===== src/rtl/core/rau_pkg.sv =====
package rau_pkg;

    localparam int OPERAND_WIDTH = 16;
    localparam int RES_WIDTH     = 33;
    // Working width of cross products and of the GCD datapath.
    localparam int WORK_WIDTH    = 2 * OPERAND_WIDTH + 1;
    localparam int CNT_WIDTH     = $clog2(WORK_WIDTH + 1);
    localparam int QUEUE_DEPTH   = 2;

    typedef logic [1:0] kind_t;
    localparam kind_t KIND_ADD = 2'd0;
    localparam kind_t KIND_SUB = 2'd1;
    localparam kind_t KIND_MUL = 2'd2;
    localparam kind_t KIND_DIV = 2'd3;

    typedef logic signed [WORK_WIDTH-1:0] work_t;

    // Classified item handed from the front to the back.
    typedef struct packed {
        work_t num;
        work_t den;
        logic  div_zero;
    } job_t;

    typedef enum logic [2:0] {
        ST_IDLE,
        ST_GCD,
        ST_DIV_NUM,
        ST_DIV_DEN,
        ST_DONE
    } back_state_t;

endpackage


===== src/rtl/core/rational_arithmetic_unit.sv =====
// Rational arithmetic unit: adds, subtracts, multiplies or divides two signed
// 16-bit fractions and returns the result reduced by its GCD (truncating
// remainder, so signs follow the dividend), in 33-bit fields. A two-stage front
// forms the cross products and feeds a two-entry queue; the back runs Euclid's
// loop and the two final divisions on one bit-serial divider. Division by a
// zero fraction returns the first fraction, unreduced, with div_zero set.
module rational_arithmetic_unit
    import rau_pkg::*;
(
    input  logic                            aclk,
    input  logic                            aresetn,
    input  logic                            s_valid,
    output logic                            s_ready,
    input  kind_t                           s_kind,
    input  logic signed [OPERAND_WIDTH-1:0] s_a_num,
    input  logic signed [OPERAND_WIDTH-1:0] s_a_den,
    input  logic signed [OPERAND_WIDTH-1:0] s_b_num,
    input  logic signed [OPERAND_WIDTH-1:0] s_b_den,
    output logic                            m_valid,
    input  logic                            m_ready,
    output logic signed [RES_WIDTH-1:0]     m_res_num,
    output logic signed [RES_WIDTH-1:0]     m_res_den,
    output logic                            m_div_zero
);

    logic f_valid, f_ready, b_valid, b_ready;
    job_t f_job, b_job;

    rau_front u_front (
        .aclk      (aclk),
        .aresetn   (aresetn),
        .s_valid   (s_valid),
        .s_ready   (s_ready),
        .s_kind    (s_kind),
        .s_a_num   (s_a_num),
        .s_a_den   (s_a_den),
        .s_b_num   (s_b_num),
        .s_b_den   (s_b_den),
        .job_valid (f_valid),
        .job_ready (f_ready),
        .job       (f_job)
    );

    rau_queue u_queue (
        .aclk      (aclk),
        .aresetn   (aresetn),
        .in_valid  (f_valid),
        .in_ready  (f_ready),
        .in_job    (f_job),
        .out_valid (b_valid),
        .out_ready (b_ready),
        .out_job   (b_job)
    );

    rau_back u_back (
        .aclk       (aclk),
        .aresetn    (aresetn),
        .job_valid  (b_valid),
        .job_ready  (b_ready),
        .job        (b_job),
        .m_valid    (m_valid),
        .m_ready    (m_ready),
        .m_res_num  (m_res_num),
        .m_res_den  (m_res_den),
        .m_div_zero (m_div_zero)
    );

endmodule


===== src/rtl/core/rau_divider.sv =====
// Restoring signed divider, one quotient bit per cycle, truncating toward zero.
module rau_divider
    import rau_pkg::*;
(
    input  logic  aclk,
    input  logic  aresetn,
    input  logic  start,
    input  work_t dividend,
    input  work_t divisor,
    output logic  done,
    output work_t quotient,
    output work_t remainder
);

    typedef logic [WORK_WIDTH-1:0] mag_t;

    mag_t                 rem_reg, rem_next;
    mag_t                 quo_reg, quo_next;
    mag_t                 dsr_reg, dsr_next;
    logic [CNT_WIDTH-1:0] cnt_reg, cnt_next;
    logic                 busy_reg, busy_next;
    logic                 done_reg, done_next;
    logic                 qneg_reg, qneg_next;
    logic                 rneg_reg, rneg_next;
    logic [WORK_WIDTH:0]  trial;
    mag_t                 shifted;

    always_comb begin
        rem_next  = rem_reg;
        quo_next  = quo_reg;
        dsr_next  = dsr_reg;
        cnt_next  = cnt_reg;
        busy_next = busy_reg;
        qneg_next = qneg_reg;
        rneg_next = rneg_reg;
        done_next = 1'b0;
        shifted   = {rem_reg[WORK_WIDTH-2:0], quo_reg[WORK_WIDTH-1]};
        trial     = {rem_reg, quo_reg[WORK_WIDTH-1]} - {1'b0, dsr_reg};
        if (start) begin
            rem_next  = '0;
            quo_next  = dividend[WORK_WIDTH-1] ? mag_t'(-dividend) : mag_t'(dividend);
            dsr_next  = divisor[WORK_WIDTH-1] ? mag_t'(-divisor) : mag_t'(divisor);
            qneg_next = dividend[WORK_WIDTH-1] ^ divisor[WORK_WIDTH-1];
            rneg_next = dividend[WORK_WIDTH-1];
            cnt_next  = CNT_WIDTH'(WORK_WIDTH);
            busy_next = 1'b1;
        end else if (busy_reg) begin
            if (!trial[WORK_WIDTH]) begin
                rem_next = trial[WORK_WIDTH-1:0];
                quo_next = {quo_reg[WORK_WIDTH-2:0], 1'b1};
            end else begin
                rem_next = shifted;
                quo_next = {quo_reg[WORK_WIDTH-2:0], 1'b0};
            end
            cnt_next = cnt_reg - 1'b1;
            if (cnt_reg == CNT_WIDTH'(1)) begin
                busy_next = 1'b0;
                done_next = 1'b1;
            end
        end
    end

    always_ff @(posedge aclk) begin
        if (!aresetn) begin
            busy_reg <= 1'b0;
            done_reg <= 1'b0;
            cnt_reg  <= '0;
        end else begin
            busy_reg <= busy_next;
            done_reg <= done_next;
            cnt_reg  <= cnt_next;
        end
        rem_reg  <= rem_next;
        quo_reg  <= quo_next;
        dsr_reg  <= dsr_next;
        qneg_reg <= qneg_next;
        rneg_reg <= rneg_next;
    end

    assign done      = done_reg;
    assign quotient  = qneg_reg ? -work_t'(quo_reg) : work_t'(quo_reg);
    assign remainder = rneg_reg ? -work_t'(rem_reg) : work_t'(rem_reg);

endmodule


===== src/rtl/core/rau_front.sv =====
// Accepts items, applies the zero-denominator rule and forms the cross products.
module rau_front
    import rau_pkg::*;
(
    input  logic                            aclk,
    input  logic                            aresetn,
    input  logic                            s_valid,
    output logic                            s_ready,
    input  kind_t                           s_kind,
    input  logic signed [OPERAND_WIDTH-1:0] s_a_num,
    input  logic signed [OPERAND_WIDTH-1:0] s_a_den,
    input  logic signed [OPERAND_WIDTH-1:0] s_b_num,
    input  logic signed [OPERAND_WIDTH-1:0] s_b_den,
    output logic                            job_valid,
    input  logic                            job_ready,
    output job_t                            job
);

    localparam int PW = 2 * OPERAND_WIDTH;

    typedef logic signed [OPERAND_WIDTH-1:0] op_t;
    typedef logic signed [PW-1:0]            prod_t;

    logic  st1_valid_reg;
    kind_t kind_reg;
    op_t   an_reg, ad_reg, bn_reg, bd_reg;
    logic  st2_valid_reg;
    kind_t kind2_reg;
    logic  dz_reg;
    op_t   an2_reg, ad2_reg;
    prod_t p0_reg, p1_reg, p2_reg;
    op_t   ad_fix, bd_fix;
    prod_t m0, m1, m2;
    logic  adv1, adv2;
    work_t num_sel, den_sel;

    assign ad_fix = (s_a_den == '0) ? op_t'(1) : s_a_den;
    assign bd_fix = (s_b_den == '0) ? op_t'(1) : s_b_den;

    assign adv2    = !st2_valid_reg || job_ready;
    assign adv1    = !st1_valid_reg || adv2;
    assign s_ready = adv1;

    // The first stage forms all three products; an*bd and ad*bd are shared by the kinds.
    always_comb begin
        m0 = prod_t'(an_reg) * prod_t'(bd_reg);
        m2 = prod_t'(ad_reg) * prod_t'(bd_reg);
        case (kind_reg)
            KIND_MUL: m1 = prod_t'(an_reg) * prod_t'(bn_reg);
            KIND_DIV: m1 = prod_t'(ad_reg) * prod_t'(bn_reg);
            default:  m1 = prod_t'(bn_reg) * prod_t'(ad_reg);
        endcase
    end

    always_ff @(posedge aclk) begin
        if (!aresetn) begin
            st1_valid_reg <= 1'b0;
            st2_valid_reg <= 1'b0;
        end else begin
            if (adv1) begin
                st1_valid_reg <= s_valid;
            end
            if (adv2) begin
                st2_valid_reg <= st1_valid_reg;
            end
        end
        if (adv1 && s_valid) begin
            kind_reg <= s_kind;
            an_reg   <= s_a_num;
            ad_reg   <= ad_fix;
            bn_reg   <= s_b_num;
            bd_reg   <= bd_fix;
        end
        if (adv2 && st1_valid_reg) begin
            kind2_reg <= kind_reg;
            dz_reg    <= (kind_reg == KIND_DIV) && (bn_reg == '0);
            an2_reg   <= an_reg;
            ad2_reg   <= ad_reg;
            p0_reg    <= m0;
            p1_reg    <= m1;
            p2_reg    <= m2;
        end
    end

    always_comb begin
        case (kind2_reg)
            KIND_ADD: begin
                num_sel = work_t'(p0_reg) + work_t'(p1_reg);
                den_sel = work_t'(p2_reg);
            end
            KIND_SUB: begin
                num_sel = work_t'(p0_reg) - work_t'(p1_reg);
                den_sel = work_t'(p2_reg);
            end
            KIND_MUL: begin
                num_sel = work_t'(p1_reg);
                den_sel = work_t'(p2_reg);
            end
            default: begin
                num_sel = work_t'(p0_reg);
                den_sel = work_t'(p1_reg);
            end
        endcase
        if (dz_reg) begin
            num_sel = work_t'(an2_reg);
            den_sel = work_t'(ad2_reg);
        end
    end

    assign job_valid    = st2_valid_reg;
    assign job.num      = num_sel;
    assign job.den      = den_sel;
    assign job.div_zero = dz_reg;

endmodule


===== src/rtl/core/rau_queue.sv =====
// Small FIFO between the front and the back.
module rau_queue
    import rau_pkg::*;
(
    input  logic aclk,
    input  logic aresetn,
    input  logic in_valid,
    output logic in_ready,
    input  job_t in_job,
    output logic out_valid,
    input  logic out_ready,
    output job_t out_job
);

    localparam int AW = $clog2(QUEUE_DEPTH);

    job_t          mem_reg [QUEUE_DEPTH];
    logic [AW-1:0] wr_reg, rd_reg;
    logic [AW:0]   cnt_reg;
    logic          push, pop;

    assign in_ready  = cnt_reg != (AW+1)'(QUEUE_DEPTH);
    assign out_valid = cnt_reg != '0;
    assign push      = in_valid && in_ready;
    assign pop       = out_valid && out_ready;
    assign out_job   = mem_reg[rd_reg];

    always_ff @(posedge aclk) begin
        if (!aresetn) begin
            wr_reg  <= '0;
            rd_reg  <= '0;
            cnt_reg <= '0;
        end else begin
            if (push) begin
                wr_reg <= wr_reg + 1'b1;
            end
            if (pop) begin
                rd_reg <= rd_reg + 1'b1;
            end
            cnt_reg <= cnt_reg + (AW+1)'(push) - (AW+1)'(pop);
        end
        if (push) begin
            mem_reg[wr_reg] <= in_job;
        end
    end

endmodule


===== src/rtl/core/rau_back.sv =====
// Euclid reduction on one shared divider, then the two exact divisions.
module rau_back
    import rau_pkg::*;
(
    input  logic                        aclk,
    input  logic                        aresetn,
    input  logic                        job_valid,
    output logic                        job_ready,
    input  job_t                        job,
    output logic                        m_valid,
    input  logic                        m_ready,
    output logic signed [RES_WIDTH-1:0] m_res_num,
    output logic signed [RES_WIDTH-1:0] m_res_den,
    output logic                        m_div_zero
);

    back_state_t state_reg, state_next;
    work_t       n_reg, n_next;
    work_t       d_reg, d_next;
    work_t       x_reg, x_next;
    work_t       y_reg, y_next;
    logic        dz_reg, dz_next;
    logic        div_start;
    work_t       div_a, div_b;
    logic        div_done;
    work_t       div_q, div_r;

    rau_divider u_div (
        .aclk      (aclk),
        .aresetn   (aresetn),
        .start     (div_start),
        .dividend  (div_a),
        .divisor   (div_b),
        .done      (div_done),
        .quotient  (div_q),
        .remainder (div_r)
    );

    always_ff @(posedge aclk) begin
        if (!aresetn) begin
            state_reg <= ST_IDLE;
        end else begin
            state_reg <= state_next;
        end
        n_reg  <= n_next;
        d_reg  <= d_next;
        x_reg  <= x_next;
        y_reg  <= y_next;
        dz_reg <= dz_next;
    end

    always_comb begin
        state_next = state_reg;
        n_next     = n_reg;
        d_next     = d_reg;
        x_next     = x_reg;
        y_next     = y_reg;
        dz_next    = dz_reg;
        div_start  = 1'b0;
        div_a      = x_reg;
        div_b      = y_reg;
        job_ready  = 1'b0;
        m_valid    = 1'b0;
        case (state_reg)
            ST_IDLE: begin
                job_ready = 1'b1;
                if (job_valid) begin
                    n_next  = job.num;
                    d_next  = job.den;
                    x_next  = job.num;
                    y_next  = job.den;
                    dz_next = job.div_zero;
                    if (job.div_zero) begin
                        state_next = ST_DONE;
                    end else if (job.den == '0) begin
                        state_next = ST_GCD;
                    end else begin
                        div_start  = 1'b1;
                        div_a      = job.num;
                        div_b      = job.den;
                        state_next = ST_GCD;
                    end
                end
            end
            ST_GCD: begin
                // y is the divisor in flight; x holds the GCD once y reaches zero.
                if (y_reg == '0) begin
                    if (x_reg == '0) begin
                        state_next = ST_DONE;
                    end else begin
                        div_start  = 1'b1;
                        div_a      = n_reg;
                        div_b      = x_reg;
                        state_next = ST_DIV_NUM;
                    end
                end else if (div_done) begin
                    x_next = y_reg;
                    y_next = div_r;
                    if (div_r != '0) begin
                        div_start = 1'b1;
                        div_a     = y_reg;
                        div_b     = div_r;
                    end
                end
            end
            ST_DIV_NUM: begin
                if (div_done) begin
                    n_next     = div_q;
                    div_start  = 1'b1;
                    div_a      = d_reg;
                    div_b      = x_reg;
                    state_next = ST_DIV_DEN;
                end
            end
            ST_DIV_DEN: begin
                if (div_done) begin
                    d_next     = div_q;
                    state_next = ST_DONE;
                end
            end
            ST_DONE: begin
                m_valid = 1'b1;
                if (m_ready) begin
                    state_next = ST_IDLE;
                end
            end
            default: begin
                state_next = ST_IDLE;
            end
        endcase
    end

    assign m_res_num  = n_reg[RES_WIDTH-1:0];
    assign m_res_den  = d_reg[RES_WIDTH-1:0];
    assign m_div_zero = dz_reg;

endmodule

===== config.mk =====
export PLATFORM = sky130hd
export DESIGN_NAME = rational_arithmetic_unit
export DESIGN_NICKNAME = d
export VERILOG_FILES = /design/src/rtl/core/rau_pkg.sv /design/src/rtl/core/rational_arithmetic_unit.sv /design/src/rtl/core/rau_divider.sv /design/src/rtl/core/rau_front.sv /design/src/rtl/core/rau_queue.sv /design/src/rtl/core/rau_back.sv
export SDC_FILE = /design/constraint.sdc
export NUM_CORES = 2
export LEC_CHECK = 0
export BUFFER_PORTS_ARGS = -buffer_cell sky130_fd_sc_hd__buf_2
export CAP_MARGIN = 20
export CORE_ASPECT_RATIO = 0.7
export CORE_MARGIN = 2
export CORE_UTILIZATION = 40
export CTS_CLUSTER_SIZE = 28
export DETAILED_ROUTE_END_ITERATION = 12
export SETUP_SLACK_MARGIN = 0.2
export SYNTH_ARGS = -nofsm -noshare
export SYNTH_HDL_FRONTEND = slang
export SYNTH_SLANG_ARGS = --single-unit

===== constraint.sdc =====
create_clock -name aclk -period 16.98 [get_ports aclk]
set_clock_uncertainty 0.2 [all_clocks]
set_input_delay 0.849 -clock aclk [delete_from_list [all_inputs] [get_ports aclk]]
set_output_delay 0.849 -clock aclk [all_outputs]
set_load 0.01 [all_outputs]

# Yosys cells after proc, flatten, opt, wreduce, memory -nomap -nowiden
# Memory sizes are Yosys's and may differ from the RTL's. A register that Yosys moved wholly into a read port is not among the register bits.
# Index checks and enable logic that the tools add are counted.
# totals
regBits	448
ramBits	134
inputBits	70
out_inout_bits	69
wordCells	172
mem_count	1
# op_classes
n_addsub	12
n_mul	4
eq_ne	17
mux	71
n_bitwise	3
n_reduce_logical	31
# memory_table
name	words	width	rd	rd_clocked_by_memory_dff	wr	line	rtl
u_queue.mem_reg	2	67	1	1	1	rau_queue.sv:17	job_t mem_reg [QUEUE_DEPTH];
# op_table
op	n
33-bit two-way mux	32
33-bit case mux with 3 select lines	3
33-bit case mux with 2 select lines	4
33-bit negator	4
16-bit by 16-bit multiplier with 32-bit output	4
33-bit logical NOT	3
32-bit two-way mux	2
16-bit logical NOT	3
34-bit by 33-bit subtractor with 34-bit output	1
32-bit by 32-bit adder with 33-bit output	1
33-bit nonzero test	1
32-bit by 32-bit subtractor with 33-bit output	1
3-bit two-way mux	7
1-bit two-way mux	19
3-bit case mux with 5 select lines	1
2-bit inequality test, second input constant	7
6-bit two-way mux	2
2-bit nonzero test	5
2-bit == test, second input constant	3
3-bit by 2-bit == test with 1-bit output, second input constant	2
6-bit by 1-bit == test with 1-bit output, second input constant	1
3-bit AND reduction	2
3-bit OR reduction	2
6-bit by 1-bit subtractor with 6-bit output, second input constant	1
other kinds (19)	27

# Longest topological paths before layout
# depth
word_depth	10
ltp_mapped	27
mapped_depth_nobuf	26

# Hierarchy
# A second synthesis with hierarchy kept.
# hier_totals
hier_cells	7212
area_unflattened_um2	71372.2
# by_module_without_submodules
module	instances	cells_each	area_each_um2	seq_area_each_um2
rau_front	1	5247	49429.9	5955.7
rau_divider	1	989	8665.8	2862.7
rau_back	1	739	8066.5	4053.9
rau_queue	1	237	5210.0	4124.0

# Least setup slack after synthesis
# Ideal clock, no wire load.
# synth_timing
path_type	register -> register
from	register u_queue.cnt_reg[0]
to	register u_front.ad2_reg[0] (enable)
setup_ns	0.638
t_arrival_ns	6.376
required_time_ns	16.142
setup_slack_ns	9.765
path_stages_with_launch	4
path_buffers	0
period_less_slack_ns	7.215
cell_sequence	dfxtp_1 inv_1 and3_1 nor2b_1
# synth_via
elab_chain_cells	3
# synth_rtl
element	line	rtl
from (decl)	rau_queue.sv:19	logic [AW:0] cnt_reg;
from (signal assigned)	rau_queue.sv:40	cnt_reg <= cnt_reg + (AW+1)'(push) - (AW+1)'(pop);
2-bit inequality test	rau_queue.sv:22	assign in_ready = cnt_reg != (AW+1)'(QUEUE_DEPTH);
1-bit logical OR	rau_front.sv:40	assign adv2 = !st2_valid_reg || job_ready;
1-bit logical AND	rau_front.sv:74	if (adv2 && st1_valid_reg) begin
to (signal assigned)	rau_front.sv:78	ad2_reg <= ad_reg;
to (decl)	rau_front.sv:30	op_t an2_reg, ad2_reg;
# No other way between the ends.
# A chain may end at the register's enable or synchronous reset.

# Worst setup path after layout
# layout_timing
from	register u_front.an_reg[6]
to	register u_front.p1_reg[31], data pin
# layout_via
elab_chain_cells	2
# layout_rtl
element	line	rtl
from (decl)	rau_front.sv:26	op_t an_reg, ad_reg, bn_reg, bd_reg;
from (signal assigned)	rau_front.sv:69	an_reg <= s_a_num;
16-bit by 16-bit multiplier with 32-bit output	rau_front.sv:49	KIND_MUL: m1 = prod_t'(an_reg) * prod_t'(bn_reg);
32-bit two-way mux	-	
via u_front.m1[31]	rau_front.sv:33	prod_t m0, m1, m2;
to (signal assigned)	rau_front.sv:80	p1_reg <= m1;
to (decl)	rau_front.sv:31	prod_t p0_reg, p1_reg, p2_reg;
# The timed path passes the listed nets, and every way through them passes these cells.

==> key figures <==
Final layout
  • Layout net count: 9035
  • Fin util: 43.5%
  • Post-Layout Cell Count: 9947
  • Max reg flops: 132
  • Most frequent cells in the layout: inv_1 (1272), fa_1 (1050), nand2_1 (808)
  • Commonest non-fill, non-tap cell in the layout: inv_1
  • Area Overhead vs Synth: 8.11%
  • Share of post-route cells with drive strength above 1: 7.21%

Route
  • Via/cell ratio: 5.53
  • DRC: 0
  • Via count: 55022
  • Final wirelength: 226000 µm
  • First DRT Iteration DRCs: 5621
  • Antenna-violating nets left: 0
  • Drt pass-1 iters: 6
  • Routed length per placed instance: 22.7 µm

Min path
  • Hold crit path type: input pin to flop

Timing
  • Minimum clock period: 8.30 ns
  • Worst Max-Slew Pin Slew: 1.09 ns
  • Final hold viol count: 0
  • Worst Setup Slack, final: 8.68 ns
  • Setup TNS: 0 ns
  • Final period util: 48.9%
  • Max transition margin: 27.0%
  • Fin. max-slew vios: 0
  • Fmax: 121 MHz
  • # setup viols final: 0
  • RSZ-0062 raised after global routing: no

Run
  • Max_cap viols: 0

Die
  • Die Y: 359 µm
  • Initial Util: 40.2%
  • Total core area: 0.179 mm²
  • Die Span X: 511 µm
  • I/O pin cnt: 139
  • Row cnt: 130
  • Die area: 0.183 mm²

Critical path
  • Worst Path Class, Setup: flop to flop
  • Critical Path Fanout Max: 18
  • Required @ worst endpoint: 17.23 ns
  • Critical path endpoint category: flop
  • CP bufs+invs: 5
  • Crit start category: flop
  • Critical Path Slowest Stage Cell: a221oi_1
  • Cell mode on critical path: fa_1
  • CP top delay family: adder cells
  • Worst path max stage delay: 0.86 ns
  • Arr. time, crit path: 8.55 ns

Synth
  • Synthesized net count: 9085
  • Synth area leaders: fa_1 (29%), edfxtp_1 (22%), ha_1 (7.0%), inv_1 (6.6%), nand2_1 (4.2%)
  • Share of the synthesized area in the top cell type: 29.2%
  • Post-Syn Area: 0.0720 mm²
  • Synth Area per Inst: 9.52 µm²
  • FFs w/ async S/R, synth: 0%
  • Warnings, synthesis: 0
  • Register area share after synthesis: 23.5%
  • Post-synth cell types: 91
  • Post-synth EDFFs: 530
  • Leading area contributor after synthesis: fa_1
  • Most used flip-flop cell after synthesis: edfxtp_1
  • Mapped Cells: 7563
  • Yosys reg bits: 581

Global routing
  • Largest net degree at the start of global routing: 73
  • Global-route wire length before repair: 350000 µm
  • Number of global-route vias before repair: 55848
  • Initial antenna violation count: 7
  • Grt total ovfl: 0
  • GRT Total Usage: 24.9%

Clock network
  • Clock root cell: clkbuf_16
  • H-tree levels: 3
  • CTS resizes: 0
  • CTS buffer count: 73
  • Worst-path clk slew: 0.06 ns
  • Latest clock arrival within the worst-skew pair: 0.73 ns
  • TritonCTS clock tree: yes
  • Clock sink count: 581
  • CTS Hold Bufs: 0
  • CTS Buffer Depth: 3
  • Postcts setup bufs: 0

Place
  • Routability cong.: 0.961
  • Cells after DPL: 9811
  • Port bufs: 138
  • Dpl hpwl: 169000 µm
  • Place WS: 8.86 ns

Outcome
  • Outcome: finished clean
-- area by class of cell --
class / instances / area, µm²
Clock buffer: 87 / 1930
Tap cell: 2376 / 2970
Timing Repair Buffer: 285 / 1820
Inverter: 1277 / 4790
Fill cell: 17185 / 101000
Multi-Input combinational cell: 5295 / 48800
Antenna cell: 1 / 2.50
Sequential cell: 581 / 16900
Clock inverter: 45 / 561
-- synth_stat cells (all sizes together) (33+ instances only) --
master	n
a31oi	33
mux2i	99
xnor2	190
nor4	59
ha	402
o21a	38
inv	1273
nand3	67
nor3	67
nand2	810
nor2b	35
or3	38
o21ai	261
clkbuf	370
mux2	76
o31ai	54
nor2	437
a21o	43
buf	40
dfxtp	51
and2	483
a21oi	364
o211ai	45
edfxtp	530
nand2b	74
xor2	142
fa	1050
a211oi	41
-- path summary, 6_finish.rpt --
kind / startpoint / endpoint / slack, ns / depth (start not counted)
hold reg to reg: u_back.u_div.cnt_reg[1]$_SDFFE_PP0P_ / u_back.u_div.cnt_reg[1]$_SDFFE_PP0P_ / 0.31 / 2
hold / removal: s_a_num[10] / u_front.an_reg[10]$_DFFE_PP_ / 0.1 / 1
setup / recovery: u_front.an_reg[6]$_DFFE_PP_ / u_front.p1_reg[31]$_DFFE_PP_ / 8.68 / 26
setup reg to reg: u_front.an_reg[6]$_DFFE_PP_ / u_front.p1_reg[31]$_DFFE_PP_ / 8.68 / 26
-- worst register-to-register path: cells and delay by family (launching register included) --
family	cells	cell delay, ns
buffers and inverters	5	0.60
xor gates and xnor gates	1	0.14
AOI/OAI and AO/OA	9	2.63
DFF	1	0.78
adders and majority gates	7	3.13
and+or+nand+nor	4	0.54
-- metrics by stage --
| step | cell area (µm²) | hold WS (ns) |
|---|---|---|
| 6_report | 77800 | 0.0964 |
| 5_1_grt | 77800 | 0.0552 |
| 4_1_cts | 77800 | 0.0347 |
| 3_5_place_dp | 75300 | 0.296 |
| 3_3_place_gp | 75300 | 0.282 |
| 2_1_floorplan | 72000 | 0.242 |
-- layer usage --
layer / up-vias / wire length (µm) / track usage, %
met5: - / 13 / 0
met4: 2 / 5410 / 5.69
met3: 236 / 24500 / 6.59
met2: 2530 / 90600 / 34.7
met1: 27858 / 106000 / 38.1
li1: 24396 / - / -
-- kinds of logic (layout without fill, tap and decap cells) --
logic type      count (synthesis)  count (layout)  share of synthesized area, %
flops                         581             581                          23.5
fa+ha+maj                    1452            1452                          36.2
simple gates                 2198            2198                          14.8
xor+xnor                      332             332                          4.04
mux                           175             175                          2.56
buf+inv                      1687            1694                          8.84
compound gates               1138            1138                          10.1
other cells                     0               1                             0
Power is not shown: default switching activity piles up to over one toggle a cycle in this logic, so the estimate is an artifact.
